--- src/sv/i2c_mcr_pkg.sv ---
// Shared types and constants for the I2C master controller register unit.
// No dependencies; imported by i2c_mcr_step and i2c_master_controller_regs_unit.
`timescale 1ns / 1ps

package i2c_mcr_pkg;

    localparam int REG_COUNT_DEFAULT = 9;

    // Word indices of the registers with side effects.
    localparam logic [7:0] IX_CR1 = 8'd0;
    localparam logic [7:0] IX_CR2 = 8'd1;
    localparam logic [7:0] IX_DR  = 8'd4;
    localparam logic [7:0] IX_SR1 = 8'd5;
    localparam logic [7:0] IX_SR2 = 8'd6;

    localparam logic [15:0] CR1_PE    = 16'h0001;
    localparam logic [15:0] CR1_START = 16'h0100;
    localparam logic [15:0] CR1_STOP  = 16'h0200;
    localparam logic [15:0] CR1_ACK   = 16'h0400;

    localparam logic [15:0] CR2_ITERREN = 16'h0100;
    localparam logic [15:0] CR2_ITEVTEN = 16'h0200;
    localparam logic [15:0] CR2_ITBUFEN = 16'h0400;

    localparam logic [15:0] SR1_SB    = 16'h0001;
    localparam logic [15:0] SR1_ADDR  = 16'h0002;
    localparam logic [15:0] SR1_BTF   = 16'h0004;
    localparam logic [15:0] SR1_ADD10 = 16'h0008;
    localparam logic [15:0] SR1_STOPF = 16'h0010;
    localparam logic [15:0] SR1_RXNE  = 16'h0040;
    localparam logic [15:0] SR1_TXE   = 16'h0080;
    localparam logic [15:0] SR1_ERRS  = 16'hDF00;

    localparam logic [15:0] SR2_MSL  = 16'h0001;
    localparam logic [15:0] SR2_BUSY = 16'h0002;
    localparam logic [15:0] SR2_TRA  = 16'h0004;

    localparam logic [15:0] READ_OOR = 16'hFFFF;

    typedef enum logic {
        OP_READ  = 1'b0,
        OP_WRITE = 1'b1
    } op_t;

    typedef struct packed {
        op_t         op;
        logic [7:0]  reg_index;
        logic [15:0] write_data;
        logic [7:0]  bus_rx_byte;
    } item_t;

    typedef struct packed {
        logic [15:0] read_data;
        logic        bus_start;
        logic [6:0]  bus_address;
        logic        bus_is_read;
        logic        bus_send;
        logic [7:0]  bus_tx_byte;
        logic        bus_recv;
        logic        bus_end;
        logic        event_irq;
        logic        error_irq;
    } result_t;

    // Control state kept beside the register file.
    typedef struct packed {
        logic [7:0] rx_hold;
        logic       clear_armed;
        logic       stop_pending;
    } ctrl_t;

    localparam int IN_TDATA_W  = 32;
    localparam int OUT_TDATA_W = 40;

endpackage

--- src/sv/i2c_master_controller_regs_unit.sv ---
// I2C master controller register unit: one register access per word.
// Registered path from input acceptance to the result word: input register, then result register.
// Throughput: one word per cycle while m_tready holds; the access logic in i2c_mcr_step is combinational.
// Reset (rst_n low, asynchronous): register file, receive hold byte and flags clear to zero.
// Depends on i2c_mcr_pkg and i2c_mcr_step.
`timescale 1ns / 1ps

module i2c_master_controller_regs_unit #(
    parameter int REG_COUNT = i2c_mcr_pkg::REG_COUNT_DEFAULT
) (
    input  logic                                  clk,
    input  logic                                  rst_n,
    input  logic                                  s_tvalid,
    output logic                                  s_tready,
    // reg_index[7:0], write_data[23:8], bus_rx_byte[31:24]
    input  logic [i2c_mcr_pkg::IN_TDATA_W-1:0]    s_tdata,
    // op[0]
    input  logic                                  s_tuser,
    output logic                                  m_tvalid,
    input  logic                                  m_tready,
    // read_data[15:0], bus_start[16], bus_address[23:17], bus_is_read[24], bus_send[25],
    // bus_tx_byte[33:26], bus_recv[34], bus_end[35], event_irq[36], error_irq[37], zero[39:38]
    output logic [i2c_mcr_pkg::OUT_TDATA_W-1:0]   m_tdata
);
    import i2c_mcr_pkg::*;

    logic        in_valid_reg;
    item_t       in_item_reg;
    logic        out_valid_reg;
    result_t     out_res_reg;
    logic [15:0] regs_reg  [REG_COUNT];
    logic [15:0] regs_next [REG_COUNT];
    ctrl_t       ctrl_reg;
    ctrl_t       ctrl_next;
    result_t     res_next;
    logic        advance;

    // The input word moves on when the result register is free or is being emptied.
    assign advance  = in_valid_reg && (!out_valid_reg || m_tready);
    assign s_tready = !in_valid_reg || advance;

    i2c_mcr_step #(
        .REG_COUNT (REG_COUNT)
    ) u_step (
        .item      (in_item_reg),
        .regs      (regs_reg),
        .ctrl      (ctrl_reg),
        .regs_next (regs_next),
        .ctrl_next (ctrl_next),
        .result    (res_next)
    );

    always_ff @(posedge clk or negedge rst_n)
    begin
        if (!rst_n)
        begin
            in_valid_reg  <= 1'b0;
            out_valid_reg <= 1'b0;
            ctrl_reg      <= '0;
            for (int i = 0; i < REG_COUNT; i++)
            begin
                regs_reg[i] <= '0;
            end
        end
        else
        begin
            if (s_tready)
            begin
                in_valid_reg <= s_tvalid;
            end
            if (advance)
            begin
                out_valid_reg <= 1'b1;
                ctrl_reg      <= ctrl_next;
                regs_reg      <= regs_next;
            end
            else if (m_tready)
            begin
                out_valid_reg <= 1'b0;
            end
        end
    end

    always_ff @(posedge clk)
    begin
        if (s_tready && s_tvalid)
        begin
            in_item_reg <= item_t'({s_tuser, s_tdata[7:0], s_tdata[23:8], s_tdata[31:24]});
        end
        if (advance)
        begin
            out_res_reg <= res_next;
        end
    end

    assign m_tvalid = out_valid_reg;
    assign m_tdata  = {2'b00,
                       out_res_reg.error_irq,
                       out_res_reg.event_irq,
                       out_res_reg.bus_end,
                       out_res_reg.bus_recv,
                       out_res_reg.bus_tx_byte,
                       out_res_reg.bus_send,
                       out_res_reg.bus_is_read,
                       out_res_reg.bus_address,
                       out_res_reg.bus_start,
                       out_res_reg.read_data};

    // A start and a data send are never caused by the same access.
    assert property (@(posedge clk) disable iff (!rst_n)
        m_tvalid |-> !(out_res_reg.bus_start && out_res_reg.bus_send))
        else $error("start and send reported together");

    // Any read that is processed leaves no stop pending.
    assert property (@(posedge clk) disable iff (!rst_n)
        (advance && in_item_reg.op == OP_READ) |=> !ctrl_reg.stop_pending)
        else $error("stop still pending after a read");

    // A held input word is kept while the result side stalls.
    assert property (@(posedge clk) disable iff (!rst_n)
        (in_valid_reg && out_valid_reg && !m_tready) |=> (in_valid_reg && $stable(in_item_reg)))
        else $error("input word lost during output stall");

endmodule

--- src/sv/i2c_mcr_step.sv ---
// Combinational access logic: one register read or write against the current state.
// Depends on i2c_mcr_pkg.
`timescale 1ns / 1ps

module i2c_mcr_step #(
    parameter int REG_COUNT = i2c_mcr_pkg::REG_COUNT_DEFAULT
) (
    input  i2c_mcr_pkg::item_t   item,
    input  logic [15:0]          regs      [REG_COUNT],
    input  i2c_mcr_pkg::ctrl_t   ctrl,
    output logic [15:0]          regs_next [REG_COUNT],
    output i2c_mcr_pkg::ctrl_t   ctrl_next,
    output i2c_mcr_pkg::result_t result
);
    import i2c_mcr_pkg::*;

    localparam int IDX_W = $clog2(REG_COUNT);

    logic [15:0] cr1;
    logic [15:0] cr2;
    logic [15:0] dr;
    logic [15:0] sr1;
    logic [15:0] sr2;
    logic        in_range;
    logic [IDX_W-1:0] idx;
    logic [15:0] d;
    logic [7:0]  rx;

    assign in_range = item.reg_index < 8'(REG_COUNT);
    assign idx      = item.reg_index[IDX_W-1:0];
    assign d        = item.write_data;
    assign rx       = item.bus_rx_byte;

    always_comb
    begin
        cr1       = regs[IX_CR1[IDX_W-1:0]];
        dr        = regs[IX_DR[IDX_W-1:0]];
        sr1       = regs[IX_SR1[IDX_W-1:0]];
        sr2       = regs[IX_SR2[IDX_W-1:0]];
        ctrl_next = ctrl;
        result    = '0;

        if (item.op == OP_READ)
        begin
            result.read_data = in_range ? regs[idx] : READ_OOR;
            if (item.reg_index == IX_SR1)
            begin
                ctrl_next.clear_armed = 1'b1;
            end
            else if (item.reg_index == IX_SR2)
            begin
                if (ctrl.clear_armed)
                begin
                    sr1 = sr1 & ~SR1_ADDR;
                    ctrl_next.clear_armed = 1'b0;
                end
            end
            else if (item.reg_index == IX_DR)
            begin
                if ((sr1 & SR1_BTF) != '0)
                begin
                    if (ctrl.clear_armed)
                    begin
                        sr1 = sr1 & ~SR1_BTF;
                        ctrl_next.clear_armed = 1'b0;
                    end
                    dr = {8'd0, ctrl.rx_hold};
                end
                else
                begin
                    sr1 = sr1 & ~SR1_RXNE;
                    if (!ctrl.stop_pending)
                    begin
                        dr  = {8'd0, rx};
                        sr1 = sr1 | SR1_RXNE;
                        result.bus_recv = 1'b1;
                    end
                end
            end
            else
            begin
                ctrl_next.clear_armed = 1'b0;
            end

            // A requested stop is carried out by the next read of any index.
            if (ctrl.stop_pending)
            begin
                result.bus_end = 1'b1;
                cr1 = cr1 & ~CR1_STOP;
                sr1 = sr1 & ~(SR1_TXE | SR1_BTF);
                sr2 = sr2 & ~(SR2_MSL | SR2_BUSY | SR2_TRA);
                ctrl_next.stop_pending = 1'b0;
            end
        end
        else if (item.reg_index == IX_CR1)
        begin
            cr1 = d;
            if ((d & CR1_ACK) != '0 && (sr2 & SR2_MSL) != '0 && (sr2 & SR2_TRA) == '0)
            begin
                if ((sr1 & SR1_RXNE) == '0)
                begin
                    dr  = {8'd0, rx};
                    sr1 = sr1 | SR1_RXNE;
                    result.bus_recv = 1'b1;
                end
                else if ((sr1 & SR1_BTF) == '0)
                begin
                    ctrl_next.rx_hold = rx;
                    sr1 = sr1 | SR1_BTF;
                    result.bus_recv = 1'b1;
                end
            end
            if ((d & CR1_START) != '0)
            begin
                result.bus_end = 1'b1;
                cr1 = cr1 & ~CR1_START;
                sr1 = (sr1 | SR1_SB) & ~(SR1_TXE | SR1_BTF);
                sr2 = sr2 | SR2_MSL | SR2_BUSY;
            end
            if ((d & CR1_STOP) != '0)
            begin
                ctrl_next.stop_pending = 1'b1;
            end
            if ((d & CR1_PE) == '0)
            begin
                sr1 = '0;
                sr2 = '0;
            end
        end
        else if (item.reg_index == IX_DR)
        begin
            if ((sr1 & SR1_TXE) == '0)
            begin
                // Address phase: the word carries the target address and direction.
                result.bus_start   = 1'b1;
                result.bus_address = d[7:1];
                result.bus_is_read = d[0];
                sr1 = sr1 | SR1_ADDR;
                if (d[0])
                begin
                    sr2 = sr2 & ~SR2_TRA;
                    dr  = {8'd0, rx};
                    sr1 = sr1 | SR1_RXNE;
                    result.bus_recv = 1'b1;
                end
                else
                begin
                    sr2 = sr2 | SR2_TRA;
                    sr1 = (sr1 | SR1_TXE | SR1_BTF) & ~SR1_RXNE;
                end
            end
            else
            begin
                result.bus_send    = 1'b1;
                result.bus_tx_byte = d[7:0];
                sr1 = (sr1 & ~SR1_RXNE) | SR1_BTF;
            end
            sr1 = sr1 & ~SR1_SB;
        end

        regs_next = regs;
        regs_next[IX_CR1[IDX_W-1:0]] = cr1;
        regs_next[IX_DR[IDX_W-1:0]]  = dr;
        regs_next[IX_SR1[IDX_W-1:0]] = sr1;
        regs_next[IX_SR2[IDX_W-1:0]] = sr2;
        if (item.op == OP_WRITE && in_range && item.reg_index != IX_CR1
            && item.reg_index != IX_DR)
        begin
            regs_next[idx] = d;
        end

        // A plain write to SR1 also counts towards the interrupt levels.
        sr1 = regs_next[IX_SR1[IDX_W-1:0]];
        cr2 = regs_next[IX_CR2[IDX_W-1:0]];
        if ((cr2 & CR2_ITEVTEN) != '0)
        begin
            result.event_irq = (sr1 & (SR1_SB | SR1_ADDR | SR1_ADD10 | SR1_STOPF | SR1_BTF)) != '0
                || ((cr2 & CR2_ITBUFEN) != '0 && (sr1 & (SR1_TXE | SR1_RXNE)) != '0);
        end
        if ((cr2 & CR2_ITERREN) != '0)
        begin
            result.error_irq = (sr1 & SR1_ERRS) != '0;
        end
    end

endmodule

--- config.mk ---
export PLATFORM = sky130hd
export DESIGN_NAME = i2c_master_controller_regs_unit
export DESIGN_NICKNAME = d
export VERILOG_FILES = /design/src/sv/i2c_mcr_pkg.sv /design/src/sv/i2c_master_controller_regs_unit.sv /design/src/sv/i2c_mcr_step.sv
export SDC_FILE = /design/constraint.sdc
export NUM_CORES = 1
export LEC_CHECK = 0
export BUFFER_PORTS_ARGS = -buffer_cell sky130_fd_sc_hd__clkbuf_2
export CAP_MARGIN = 20
export CORE_MARGIN = 10
export CORE_UTILIZATION = 61
export DETAILED_ROUTE_END_ITERATION = 10
export PLACE_DENSITY = 0.84
export RECOVER_POWER = 25
export SLEW_MARGIN = 10
export SYNTH_ARGS = -nofsm -noshare
export SYNTH_HDL_FRONTEND = slang
export SYNTH_HIERARCHICAL = 1
export SYNTH_SLANG_ARGS = --single-unit
--- constraint.sdc ---
create_clock -name clk -period 4.5 [get_ports clk]
set_clock_uncertainty 0.05 [all_clocks]
set_input_delay 0.9 -clock clk [delete_from_list [all_inputs] [get_ports clk]]
set_output_delay 0.9 -clock clk [all_outputs]
set_load 0.02 [all_outputs]
==> flow_summary_export.csv, run 1 <==
group,metric,value,unit
power_and_ir_drop,pwr-share-clk,0.386,
yosys,netlist_area,12600,µm²
yosys,postSynthAreaPerCell,13.8,µm²
critical_path,cp.arrival,3.74,ns
yosys,synth-main-ff-cell,"dfrtp_1",
layout,final_layout_size_suffix_gt1_frac,0.437,
routing,drt_pass1_iterations,5,
clocking,cts_buffers,25,
yosys,synth_top_family_by_area,"multiplexers",
yosys,synth_edf_count,71,
floorplanning,num_rows,52,
routing,drt-total-wl,29.2,mm
clocking,cts_max_level,1,
routing,drc,0,
critical_path,crit_fanout,20,
yosys,synth_xor_area_frac,0,
critical_path,cp_common_cell,"nor2_1",
floorplanning,die_height,163,µm
timing,slew_headroom,-0.647,
placed_design,numPortBuffers,76,
global_route,track_usage,0.219,
yosys,synth.area.top_cells,"dfrtp_1 (31%), mux2_4 (18%), edfxtp_1 (17%)",
floorplanning,io_pins,79,
placed_design,numPlacedInstances,1208,
timing,fin_crit,3.52,ns
power_and_ir_drop,p_sw,0.00150,W
power_and_ir_drop,switching_share,0.261,
critical_path,start_kind,"flop",
routing,drtIter0Drc,704,
yosys,seq_area_frac_synth,0.481,
clocking,cts_tree,"done",
critical_path,max_stage_delay,0.79,ns
yosys,synth_simple_gate_area_frac,0.0810,
layout,final_nets,1002,
yosys,synth-seq-cells,227,
global_route,grt.overflow.total,0,
clocking,clkTransAtPathRegs,0.06,ns
yosys,synthAdderAreaFrac,0,
power_and_ir_drop,power.density,413,nW/µm²
timing,worst-slew-pin-transition,2.47,ns
yosys,synthMuxAreaShare,0.332,
routing,vias,8120,
global_route,first_global_vias,8573,
critical_path,worstSetupEndpointType,"flop",
layout,stdcell_count,1254,
clocking,cts_resized,0,
power_and_ir_drop,p_total,0.00576,W
critical_path,worstPathRequired,4.72,ns
timing,setup_tns,0,ns
yosys,synth_top_area_frac,0.311,
timing,fmax,284,MHz
routing,drtAntennaViolNets,0,
clocking,clock-sinks,227,
yosys,yosysWarningCount,6,
run_status,status,"finished with violations",
clocking,cts_root_buf,"clkbuf_16",
placed_design,place_hpwl,18.4,mm
layout,syn_to_final_growth,11.2,%
routing,viasPerCell,6.48,
power_and_ir_drop,seqPwrFrac,0.450,
job,maxCapViolCount,1,
layout,largest_reg_flops,144,
power_and_ir_drop,intPower,0.00426,W
power_and_ir_drop,p_leak,6.39,nW
global_route,antenna_found_initial,0,
clocking,postCtsSetupBuffers,0,
timing,post-route-period-util,0.782,
worst_hold_path,hold_class,"flop to flop",
floorplanning,coreArea,20200,µm²
yosys,ys_types,64,
yosys,synth-compound-area-share,0.0687,
layout,fillerInstances,1391,
global_route,grt_first_pass_wirelength,46.9,mm
clocking,postCtsHoldBufs,0,
placed_design,gp_congestion,0.880,
critical_path,cp_slowest_cell,"edfxtp_1",
timing,rsz0062_at_grt,"no",
yosys,synth_top_area_cell,"dfrtp_1",
global_route,grt_max_degree,96,
clocking,worstSkewPairLatency,0.52,ns
critical_path,path_cells,"buf_4, nor2_1, and4_1, nor2_1, a221o_1, or4b_1, a22o_1",
power_and_ir_drop,combPwrFrac,0.164,
critical_path,crit_type,"flop to flop",
floorplanning,fp.dieW,163,µm
floorplanning,initial_core_util,0.621,
run_status,violations,"capacitance limit, slew limit",
power_and_ir_drop,ir_worst_vdd,0.342,mV
timing,maxSlewViolCount,95,
routing,wl_per_cell,23.3,µm
timing,timing.hold.ws,0.452,ns
yosys,syn_inst,913,
yosys,synthArstFlopShare,0.687,
timing,setup_viol,0,
clocking,clock_path_buffers,3,
floorplanning,die_area,26700,µm²
timing,hold_viol,0,
-- metal layers --
metal  vias up  GRT usage  part of all wire
met5         -          0                 0
li1       3516          -                 -
met3        94     0.0355             0.075
met4         0     0.0865             0.035
met2       352      0.361              0.48
met1      4158      0.283              0.41
-- cells by family after synthesis --
| group | Yosys count |
|---|---|
| DFF | 227 |
| muxes | 289 |
| other | 1 |
| buffers and inverters | 82 |
| and+or+nand+nor | 202 |
| AOI/OAI and AO/OA | 112 |
-- synth_stat cells (3+ instances only) --
master    number
nand2b_1       4
a221oi_1      16
a41oi_1        3
clkbuf_1      35
mux2_2        95
buf_2          6
nor3_1        15
a21oi_1       14
mux2_1        12
nor4_1         5
nor2_1        27
nor3_2         3
mux2_4       149
edfxtp_1      71
o21ai_0        6
a22o_1        27
buf_6         17
dfrtp_1      156
buf_4          3
nand2_1       84
o22a_1         8
nand4_1        4
inv_1          7
nand3_1        5
nor2b_1       12
o21bai_1       8
and2_1        25
buf_1         12
a31oi_1        9
mux4_2        32
-- metrics by stage --
step,setup WS (ns),util,instance area [µm²]
6_report,0.980,0.690,14000
3_3_place_gp,1.14,0.646,13100
2_1_floorplan,1.75,-,12600
5_1_grt,0.815,0.690,14000
3_5_place_dp,1.07,0.646,13100
4_1_cts,1.03,0.690,14000
-- cells in the final DEF (no fill, tap or decap), drive strengths merged, types with 3 or more instances in the layout --
cell type  instances
clkbuf           101
mux2             256
nor4               6
dfrtp            156
nor3              18
nor2              29
nand4              4
o21ai              8
a21oi             14
inv                8
o22a               8
mux4              32
edfxtp            71
o21bai             8
clkinv            12
nor2b             12
and2              26
bufinv             6
a22o              27
nand3              5
nand2             84
nand2b             4
a41oi              3
buf               22
a31oi              9
a221oi            16
-- final timing paths --
| path | cells after the start | endpoint | from | slack (ns) |
|---|---|---|---|---|
| max reg2reg | 7 | m_tdata[36]$_DFFE_PP_ | in_item_reg[25]$_DFFE_PP_ | 0.98 |
| min reg2reg | 1 | m_tvalid$_DFFE_PN0P_ | in_valid_reg$_DFFE_PN0P_ | 0.45 |
| min | 1 | m_tvalid$_DFFE_PN0P_ | in_valid_reg$_DFFE_PN0P_ | 0.45 |
| max | 7 | m_tdata[36]$_DFFE_PP_ | in_item_reg[25]$_DFFE_PP_ | 0.98 |
| min in group asynchronous | 1 | m_tvalid$_DFFE_PN0P_ | rst_n | 1.04 |
| max in group asynchronous | 1 | regs_reg[85]$_DFFE_PN0P_ | rst_n | 1.86 |
-- power groups by stage --
stage	combinational, W	clock (W)	sequential (W)
2_1_floorplan	0.000777	0	0.00253
3_3_place_gp	0.000908	0	0.00261
3_5_place_dp	0.000937	0	0.00262
4_1_cts	0.000943	0.00225	0.00259
5_1_grt	0.00101	0.00234	0.00262
6_report	0.000943	0.00223	0.00260
-- critical path: cells and delay by family (launching register included) --
family	cells	cell delay (ns)
AND/OR/NAND/NOR	4	1.43
flip-flops	1	0.79
buffers and inverters	1	0.39
AO/OA/AOI/OAI	2	0.60
-- area by class of cell --
type                       count  area, µm²  area share
antenna                        1       2.50    0.000179
clock buffer                  25        626      0.0448
clock inverter                20        267      0.0191
inverter                       8       30.0     0.00215
multi-input combinational    605       6080       0.435
sequential                   227       6040       0.432
tap                          270        338      0.0242
timing repair buffer          98        593      0.0425
Note: power is estimated with default switching activity, not from simulation.
==> inputs of run 2 (changes only) <==
CORE_UTILIZATION = 56   (was 61)
PLACE_DENSITY = 0.81   (was 0.84)
clock period = 3.1 ns   (was 4.5 ns; I/O delays follow)
==> flow_summary_export.csv, run 2 (synthesis gave the netlist of run 1 again) <==
group,metric,value,unit
critical_path,path_delay_family,"simple AND/OR/NAND/NOR gates",
routing,drt-total-wl,29.7,mm
global_route,grt_max_degree,62,
power_and_ir_drop,power.density,595,nW/µm²
routing,drtIter0Drc,703,
power_and_ir_drop,ir_worst_vdd,0.394,mV
floorplanning,fp.dieW,170,µm
run_status,violations,"capacitance limit, slew limit",
floorplanning,initial_core_util,0.572,
clocking,clock-sinks,227,
routing,top_layer,"met4",
global_route,track_usage,0.205,
floorplanning,io_pins,79,
floorplanning,die_height,170,µm
clocking,cts_tree,"done",
job,maxCapViolCount,1,
global_route,antenna_found_initial,0,
clocking,postCtsSetupBuffers,0,
global_route,grt.overflow.total,0,
routing,drt_pass1_iterations,5,
timing,fmax,340,MHz
clocking,cts_resized,0,
routing,dr_wl_met2,14.2,mm
critical_path,cp_slowest_cell,"or4b_1",
routing,drtAntennaViolNets,0,
placed_design,gp_congestion,0.900,
power_and_ir_drop,p_sw,0.00215,W
critical_path,cp.arrival,3.29,ns
layout,syn_to_final_growth,12.9,%
critical_path,crit_fanout,12,
timing,fin_crit,2.94,ns
routing,viasPerCell,6.25,
clocking,cts_max_level,1,
layout,final_layout_size_suffix_gt1_frac,0.444,
run_status,status,"finished with violations",
routing,wl_met3,1.93,mm
routing,vias,8028,
timing,rsz0062_at_grt,"no",
power_and_ir_drop,seqPwrFrac,0.443,
floorplanning,num_rows,54,
routing,wirelength_met1,12.9,mm
power_and_ir_drop,switching_share,0.255,
layout,regArea,6040,µm²
floorplanning,die_area,28800,µm²
critical_path,path_cells,"or4b_1, or2_1, o22ai_1, a21oi_1, and2_1, mux2_4",
timing,worst-slew-pin-transition,2.34,ns
critical_path,worstSetupEndpointType,"flop",
power_and_ir_drop,combPwrFrac,0.167,
floorplanning,coreArea,22000,µm²
clocking,postCtsHoldBufs,0,
timing,post-route-period-util,0.949,
layout,multi_input_area,6070,µm²
global_route,grt_first_pass_wirelength,47.4,mm
power_and_ir_drop,pwr-share-clk,0.390,
clocking,worstSkewPairLatency,0.51,ns
layout,mostFrequentLayoutCells,"dfrtp_1 (156), mux2_4 (149), mux2_2 (95), nand2_1 (84), clkbuf_2 (73)",
layout,diodes,0,
critical_path,start_kind,"flop",
timing,slew_headroom,-0.562,
placed_design,place_hpwl,18.9,mm
layout,largest_reg_flops,144,
worst_hold_path,hold_class,"primary input to flop",
clocking,clock_path_buffers,3,
timing,timing.hold.ws,0.227,ns
timing,maxSlewViolCount,47,
routing,wl_per_cell,23.1,µm
critical_path,max_stage_delay,0.70,ns
timing,setup_viol,0,
layout,layout_commonest_cell,"dfrtp_1",
layout,stdcell_count,1284,
placed_design,numPortBuffers,76,
clocking,clkTransAtPathRegs,0.06,ns
critical_path,worstPathRequired,3.45,ns
critical_path,crit_type,"flop to flop",
layout,fillerInstances,1566,
routing,drc,0,
timing,hold_viol,0,
power_and_ir_drop,intPower,0.00628,W
placed_design,numPlacedInstances,1239,
critical_path,crit_buf_inv,0,
clocking,cts_root_buf,"clkbuf_16",
layout,final_nets,1023,
clocking,cts_buffers,25,
global_route,first_global_vias,8313,
power_and_ir_drop,p_leak,6.51,nW
timing,setup_tns,0,ns
run 2: changes by cell type in the layout (fill, tap and decap cells not counted), moves of 2 or more:
cell / delta
clkinv_2: -3
buf_4: +19
buf_12: +2
clkbuf_1: +3
run 2: worst paths after layout:
kind / from / end / slack [ns] / cells after the start
max: in_item_reg[27]$_DFFE_PP_ / regs_reg[74]$_DFFE_PN0P_ / 0.16 / 6
min: s_tdata[29] / in_item_reg[5]$_DFFE_PP_ / 0.23 / 1
max reg2reg: in_item_reg[27]$_DFFE_PP_ / regs_reg[74]$_DFFE_PN0P_ / 0.16 / 6
min reg2reg: in_valid_reg$_DFFE_PN0P_ / m_tvalid$_DFFE_PN0P_ / 0.44 / 1
max in group asynchronous: rst_n / regs_reg[136]$_DFFE_PN0P_ / 0.66 / 2
min in group asynchronous: rst_n / m_tvalid$_DFFE_PN0P_ / 0.92 / 1
run 2: worst reg2reg max path: cells and delay by family (launching register included):
family | cells | cell delay (ns)
compound gates | 2 | 0.54
mux | 1 | 0.25
simple gates | 3 | 1.44
flops | 1 | 0.55
run 2: area by class of cell:
type / instances / area share
clock buffer: 28 / 0.0449
clock inverter: 17 / 0.0191
inverter: 8 / 0.00212
multi-input combinational: 605 / 0.428
sequential: 227 / 0.426
tap: 280 / 0.0247
timing repair buffer: 119 / 0.0550
run 2: layer usage:
layer,global-route usage,up-vias
met5,0,-
met4,0.0591,0
met3,0.0356,49
met2,0.329,277
met1,0.281,4139
li1,-,3563
run 2: power by group through the flow:
stage	logic, W	registers, W	clock network, W
floorplan	0.00113	0.00368	0
global placement	0.00136	0.00376	0
detailed placement	0.00141	0.00378	0
CTS	0.00142	0.00373	0.00333
global route	0.00151	0.00377	0.00345
finish	0.00141	0.00374	0.00329
run 2: through the flow:
step | total power (W) | utilization | setup slack (ns) | cell area [µm²]
2_1_floorplan | 0.00481 | - | 0.354 | 12600
3_3_place_gp | 0.00513 | 0.604 | 0.303 | 13300
3_5_place_dp | 0.00519 | 0.604 | 0.240 | 13300
4_1_cts | 0.00848 | 0.646 | 0.220 | 14200
5_1_grt | 0.00874 | 0.646 | 0.0730 | 14200
6_report | 0.00843 | 0.646 | 0.157 | 14200
==> inputs of run 3 (changes only) <==
CORE_UTILIZATION = 54   (was 56)
PLACE_DENSITY = 0.8   (was 0.81)
SYNTH_HIERARCHICAL = unset   (was 1)
==> flow_summary_export.csv, run 3 <==
group,metric,value,unit
floorplanning,die_height,157,µm
power_and_ir_drop,p_leak,5.12,nW
critical_path,cp.arrival,3.28,ns
critical_path,start_kind,"flop",
yosys,ys_types,59,
yosys,netlist_area,10100,µm²
routing,drt_pass1_iterations,5,
floorplanning,die_area,24600,µm²
global_route,grt_first_pass_wirelength,39.4,mm
floorplanning,io_pins,79,
critical_path,worstPathRequired,3.46,ns
power_and_ir_drop,intPower,0.00509,W
timing,fin_crit,2.92,ns
routing,drtIter0Drc,498,
floorplanning,initial_core_util,0.556,
layout,syn_to_final_growth,14.8,%
clocking,clock_path_buffers,3,
placed_design,place_hpwl,17.3,mm
placed_design,numPortBuffers,76,
yosys,synth_edf_count,71,
clocking,postCtsSetupBuffers,0,
timing,worst-slew-pin-transition,1.20,ns
routing,wl_per_cell,24.2,µm
worst_hold_path,hold_class,"primary input to flop",
floorplanning,fp.dieW,157,µm
timing,maxSlewViolCount,0,
clocking,clock-sinks,227,
global_route,antenna_found_initial,0,
power_and_ir_drop,p_sw,0.00165,W
timing,rsz0062_at_grt,"no",
clocking,cts_tree,"done",
critical_path,crit_fanout,22,
global_route,track_usage,0.204,
layout,mostFrequentLayoutCells,"dfrtp_1 (156), mux2_2 (118), edfxtp_1 (71), clkbuf_2 (71), a21oi_1 (44)",
clocking,worstSkewPairLatency,0.53,ns
yosys,yosysWarningCount,0,
routing,drt-total-wl,25.2,mm
floorplanning,num_rows,49,
yosys,synth_top_area_cell,"dfrtp_1",
power_and_ir_drop,p_total,0.00674,W
routing,drc,0,
clocking,cts_buffers,23,
run_status,status,"finished clean",
power_and_ir_drop,pwr-share-clk,0.423,
yosys,seq_area_frac_synth,0.598,
critical_path,worstSetupEndpointType,"flop",
routing,viasPerCell,6.39,
layout,utilization,0.639,
power_and_ir_drop,seqPwrFrac,0.499,
clocking,cts_max_level,1,
clocking,clkTransAtPathRegs,0.06,ns
layout,final_nets,831,
timing,post-route-period-util,0.943,
global_route,grt.overflow.total,0,
placed_design,gp_congestion,0.969,
power_and_ir_drop,switching_share,0.245,
yosys,yosysMostFrequentCell,"dfrtp_1",
yosys,postSynthAreaPerCell,14.3,µm²
power_and_ir_drop,power.density,582,nW/µm²
global_route,first_global_vias,6830,
routing,vias,6644,
timing,hold_viol,0,
timing,fmax,342,MHz
critical_path,crit_type,"flop to flop",
power_and_ir_drop,ir_worst_vdd,0.535,mV
timing,slew_headroom,0.198,
yosys,synth-main-ff-cell,"dfrtp_1",
job,maxCapViolCount,0,
yosys,netlist_top_cells_count,"dfrtp_1 (156), mux2_2 (118), edfxtp_1 (71)",
layout,final_layout_size_suffix_gt1_frac,0.376,
layout,diodes,0,
layout,layout_commonest_cell,"dfrtp_1",
yosys,synth-seq-cells,227,
yosys,syn_inst,708,
routing,drtAntennaViolNets,0,
power_and_ir_drop,combPwrFrac,0.077,
yosys,synth_top_area_frac,0.387,
clocking,cts_root_buf,"clkbuf_16",
yosys,synthArstFlopShare,0.687,
yosys,synth.area.top_cells,"dfrtp_1 (39%), edfxtp_1 (21%), mux2_2 (13%)",
timing,setup_viol,0,
global_route,grt_max_degree,70,
timing,setup_tns,0,ns
critical_path,r2r_setup_slack,0.18,ns
floorplanning,coreArea,18100,µm²
run 3: cell count changes after synthesis, sizes merged, moves of 8 or more:
| cell | delta |
|---|---|
| a21oi | +31 |
| a221oi | -16 |
| a22oi | +17 |
| buf | -17 |
| mux2 | -138 |
| nand2 | -63 |
| nor2b | -8 |
| nor3 | -9 |
| o22a | -8 |
run 3: cell families after synthesis:
kind of cell,share of synthesized area
and+or+nand+nor,0.0771
buffers and inverters,0.0265
DFF,0.598
other,0.000372
AOI/OAI and AO/OA,0.0930
muxes,0.205
run 3: area by class of cell:
type	count	area, µm²
Tap cell	229	287
Fill cell	1327	6560
Timing Repair Buffer	112	659
Multi-Input combinational cell	422	3800
Clock inverter	16	179
Sequential cell	227	6040
Clock buffer	26	597
Inverter	8	30.0
run 3: final timing paths:
check | startpoint | depth (start not counted) | end
max reg2reg | in_item_reg[25]$_DFFE_PP_ | 6 | flop
max in group asynchronous | rst_n | 3 | async pin
max | in_item_reg[25]$_DFFE_PP_ | 6 | flop
min | s_tdata[21] | 1 | in_item_reg[21]$_DFFE_PP_
min reg2reg | regs_reg[72]$_DFFE_PN0P_ | 1 | regs_reg[72]$_DFFE_PN0P_
min in group asynchronous | rst_n | 2 | in_valid_reg$_DFFE_PN0N_
run 3: repair_timing:
action                                  4_1_cts  5_1_grt
hold buffers                                  1        0
endpoints found under the hold margin        41        0
resized for setup                             0        2
endpoints found under the setup margin        0       15
run 3: per-layer routing:
metal	GRT usage	part of all wire	vias to the layer above
met4	0.0575	0.019	0
met5	0	0	-
met2	0.320	0.47	337
li1	-	-	2860
met1	0.284	0.43	3410
met3	0.0387	0.087	37
run 3: through the flow:
step           setup WS (ns)  hold slack (ns)  instance area [µm²]  cells
6_report               0.178            0.213                11600   1040
5_1_grt              0.00446            0.206                11600   1040
3_3_place_gp           0.191            0.414                10800    997
2_1_floorplan          0.323            0.274                10100    709
4_1_cts                0.109            0.193                11600   1040
3_5_place_dp           0.126            0.430                10800    997
run 3: power groups by stage:
stage	clock network, W	registers [W]	logic [W]
6_report	0.00285	0.00337	0.000521
5_1_grt	0.00302	0.00338	0.000566
3_5_place_dp	0	0.00342	0.000525
3_3_place_gp	0	0.00341	0.000512
4_1_cts	0.00290	0.00336	0.000528
2_1_floorplan	0	0.00339	0.000305
run 3: worst max-delay path, cell delays in order, from the launching register on:
cell and delay, ns:
edfxtp_1 0.40, buf_4 0.35, nor4b_1 0.13, or4_1 0.58, buf_4 0.20, nor2_2 0.68
mux2_2 0.42
